<file path="src/sv/aes_ram.sv">
// ----------------------------------------------------------------------------
// AES generic RAM
// Single write port, single read port with registered read data.
// ----------------------------------------------------------------------------
`default_nettype none

module aes_ram #(
  parameter int WIDTH = 64,
  parameter int DEPTH = 30
) (
  input  wire logic                     clk,
  input  wire logic                     we,
  input  wire logic [$clog2(DEPTH)-1:0] waddr,
  input  wire logic [WIDTH-1:0]         wdata,
  input  wire logic [$clog2(DEPTH)-1:0] raddr,
  output logic      [WIDTH-1:0]         rdata
);

  logic [WIDTH-1:0] mem [DEPTH];

  // Write and registered read.
  always_ff @(posedge clk) begin
    if (we) begin
      mem[waddr] <= wdata;
    end
    rdata <= mem[raddr];
  end

endmodule

`default_nettype wire

</file>
<file path="config.mk">
export PLATFORM = sky130hd
export DESIGN_NAME = aes_ram
export DESIGN_NICKNAME = d
export VERILOG_FILES = /design/src/sv/aes_ram.sv
export SDC_FILE = /design/constraint.sdc
export NUM_CORES = 2
export LEC_CHECK = 0
export ABC_AREA = 1
export BUFFER_PORTS_ARGS = -buffer_cell sky130_fd_sc_hd__buf_4
export CAP_MARGIN = 15
export CORE_UTILIZATION = 55
export DETAILED_ROUTE_END_ITERATION = 10
export PLACE_DENSITY = 0.76
export SLEW_MARGIN = 10
export SYNTH_ARGS = -nofsm -noshare
export SYNTH_HDL_FRONTEND = slang
export SYNTH_SLANG_ARGS = --single-unit
</file>
<file path="constraint.sdc">
create_clock -name clk -period 5.2 [get_ports clk]
set_input_delay 0.52 -clock clk [delete_from_list [all_inputs] [get_ports clk]]
set_output_delay 0.52 -clock clk [all_outputs]
set_load 0.01 [all_outputs]
</file>
# == Yosys cells after proc, flatten, opt, wreduce, memory -nomap -nowiden ==
# Memory sizes are Yosys's and may differ from the RTL's. A register that Yosys moved wholly into a read port is not among the register bits.
# Index checks and enable logic that the tools add are counted.
# classes
muxes,2
# op_table
operator,n
2-to-1 mux 1 bit,2
# word_totals
reg_bits,0
mem_count,1
output_inout_bits,64
inputBits,76
mem_bits_rw,1920
# memory_table
memory,depth,word_bits,rd,rd_ports_with_merged_regs,write_ports,line,text
mem,30,64,1,1,1,19,logic [WIDTH-1:0] mem [DEPTH];

# == Longest topological paths before layout ==
# depth
ltp_word,2
ltp_mapped,13
ltp_nobuf,9

# == Worst setup path before layout ==
# OpenSTA, ideal clock, no wires.
# synth_path
kind,input to register
from,input waddr[1]
to,"memory mem[0][0], enable pin"
arrival_ns,3.497
required_time_ns,4.714
slack_ns,1.216
cell_stages,3
n_path_buf,0
cell_sequence,inv_1 -> nand3_1 -> nor2_1
# synth_lines
element,line,text
"start, declared",13,"input wire logic [$clog2(DEPTH)-1:0] waddr,"
"end, declared",19,
# Straight into the memory's write port.

# == Worst setup path after layout ==
# layout_path
from,input waddr[1]
to,"memory mem[29][51], enable pin"
# Straight into the memory's write port.

==> flow_metrics.env <==
export IMPL_status="finished, final reports clean"
export IMPL_cts_path_max_buffers=3
export IMPL_final_fill_count=10288
export IMPL_yosys_area_top_type="edfxtp_1"
export IMPL_clkPwrFrac_pct=40.5
export IMPL_internal_power_mw=26.0
export IMPL_grt_max_degree=242
export IMPL_die_area_mm2=0.145
export IMPL_finalPower_mw=33.4
export IMPL_rsz0062_at_grt="no"
export IMPL_dp_cells=8378
export IMPL_yosysSeqAreaShare_pct=74.5
export IMPL_power_switching_mw=7.39
export IMPL_ys_types=16
export IMPL_ys_warn_count=0
export IMPL_hold_ws_ns=0.111
export IMPL_ant_nets=0
export IMPL_synth_area_mm2=0.0791
export IMPL_drive_above_1_share_pct=8.06
export IMPL_yosysTopAreaCellShare_pct=72.9
export IMPL_clock_latency_ns=0.81
export IMPL_dpl_hpwl_mm=102
export IMPL_rr_worst_depth=8
export IMPL_design_area_mm2=0.0878
export IMPL_hold_viol_final=0
export IMPL_crit_slowest_cell="nor2_4"
export IMPL_io_buffers=139
export IMPL_grt_usage_pct=28.8
export IMPL_start_util_pct=55.7
export IMPL_critPathKind="in2reg"
export IMPL_drt_iter0_drc=7599
export IMPL_cp_max_fo=30
export IMPL_reg2reg_slack_ns=3.83
export IMPL_holdBufCountCts=0
export IMPL_place_area_mm2=0.0817
export IMPL_p_leak_nw=32.4
export IMPL_rows=138
export IMPL_cts_resized=0
export IMPL_synth_nets=6736
export IMPL_fp_dieH_um=381
export IMPL_maxCapViolCount=0
export IMPL_peakVddDrop_mv=0.339
export IMPL_worst_slack_ns=2.65
export IMPL_cts_root_buf="clkbuf_16"
export IMPL_max_slew_margin_pct=19.5
export IMPL_power_density_mw_per_mm2=381
export IMPL_fin_crit_sh_pct=49.1
export IMPL_htree_levels=4
export IMPL_first_pass_iters=10
export IMPL_core_area_mm2=0.142
export IMPL_crit_required_ns=5.62
export IMPL_avgSynthCellArea_um2=11.9
export IMPL_reg2reg_to="rdata[1]$_DFF_P_"
export IMPL_die_w_um=381
export IMPL_hold_depth=1
export IMPL_path_cells="buf_4 > inv_1 > nand3_1 > nor2_4 > buf_4"
export IMPL_fin_util_pct=61.8
export IMPL_gp_congestion=0.786
export IMPL_drv_slew=0
export IMPL_grt_pass1_wl_mm=313
export IMPL_min_to="mem[17][4]$_DFFE_PP_"
export IMPL_final_common_cell="nand2_1"
export IMPL_wire_per_inst_um=24.1
export IMPL_via_per_inst=6.02
export IMPL_cts_tree="yes"
export IMPL_cp_data_arrival_time_ns=2.97
export IMPL_min_from="wdata[4]"
export IMPL_cts_buffers=186
export IMPL_cts_setup_buffers=0
export IMPL_end_kind="flip-flop"
export IMPL_setup_viol=0
export IMPL_reg2reg_from="mem[6][1]$_DFFE_PP_"
export IMPL_fin_nets=6752
export IMPL_period_minus_slack_ns=2.55
export IMPL_cts_sinks=1984
export IMPL_grt_pass1_vias=50860
export IMPL_final_setup_skew_ns=0.0251
export IMPL_combPwrFrac_pct=6.0
export IMPL_tns_ns=0
export IMPL_netlist_instances=6660
export IMPL_fmax_ghz=0.392
export IMPL_pre_cts_slack_ns=1.97
export IMPL_drc_errors=0
export IMPL_swShare_pct=22.1
export IMPL_fin_cells=8729
export IMPL_totalWireLength_mm=210
export IMPL_grt_overflow=0
export IMPL_syn_to_final_growth_pct=11.0
export IMPL_p_seq_share_pct=53.5
export IMPL_clk_pin_slew_ns=0.06
export IMPL_ys_ff_latch=1984
export IMPL_pin_count=140
export IMPL_synth_area_leaders="edfxtp_1 (73%), nand2_1 (13%), nand3_1 (9.0%)"
export IMPL_antenna_found_initial=10
export IMPL_cp_start_kind="input pin"
export IMPL_vias=52522
export IMPL_hp_class="in2reg"
export IMPL_mostFrequentLayoutCells="nand2_1 (2,678), edfxtp_1 (1,920), nand3_1 (1,417), clkbuf_16 (191), buf_4 (191)"
export IMPL_cpMostUsedCell="buf_4"
export IMPL_cpPeakStageDelay_ns=0.91
export IMPL_worstMarginPinSlew_ns=1.21
[cell families (layout without fill, tap and decap cells)]
kind of cell    after synthesis  after routing  synth area share, %
compound gates               20             20                0.127
flops                      1984           1984                 74.5
other cells                   0              2                    0
simple gates               4165           4165                 22.0
buf+inv                     491            668                 3.37
[flip-flops by register name, summed over array words and instances (netlist names)]
signal	cells
mem	1920
rdata	64
[power groups by stage]
stage / sequential, mW / clock [mW] / combinational [mW]
3_5_place_dp: 18.2 / 0 / 1.96
5_1_grt: 17.9 / 14.2 / 2.18
4_1_cts: 17.9 / 13.6 / 1.98
3_3_place_gp: 18.2 / 0 / 1.92
2_1_floorplan: 18.2 / 0 / 1.16
6_report: 17.9 / 13.5 / 2.01
[area by class of cell]
class	instances	area, um2	share of cell area (%)
diodes	2	5.00	0.00570
clock buffers	254	5230	5.95
inverters	82	349	0.398
repair buffers	237	2330	2.66
flip-flops and latches	1984	58900	67.1
multi-input cells	4185	17700	20.2
well taps	1890	2360	2.69
clock inverters	95	870	0.990
[routing by layer]
layer	global-route usage, %	wire length (um)
met4	10.5	7410
met3	5.78	25600
met5	0	92
met2	45.9	99000
met1	39.3	78300
[worst max-delay path: cells and delay by family]
family | cells | cell delay (ns)
buf+inv | 3 | 0.86
simple gates | 2 | 1.52
[cells in the mapped netlist, drive strengths merged]
cell,number
nand2,2678
edfxtp,1920
nand3,1417
buf,343
inv,82
nor2,70
clkbuf,66
dfxtp,64
o21ai,20
[worst max path at each step]
| stage | start | to | slack, ns | depth (start not counted) |
|---|---|---|---|---|
| final | waddr[1] | mem[29][51]$_DFFE_PP_ | 2.65 | 5 |
| after detailed placement | waddr[1] | mem[29][51]$_DFFE_PP_ | 1.97 | 5 |
| after global placement | waddr[1] | mem[29][51]$_DFFE_PP_ | 2.01 | 5 |
| after CTS | waddr[1] | mem[29][51]$_DFFE_PP_ | 2.75 | 5 |
| after global routing | waddr[1] | mem[29][51]$_DFFE_PP_ | 2.64 | 5 |
| after floorplan | waddr[1] | mem[0][0]$_DFFE_PP_ | 1.22 | 3 |
Note: power is estimated with default switching activity, not from simulation.
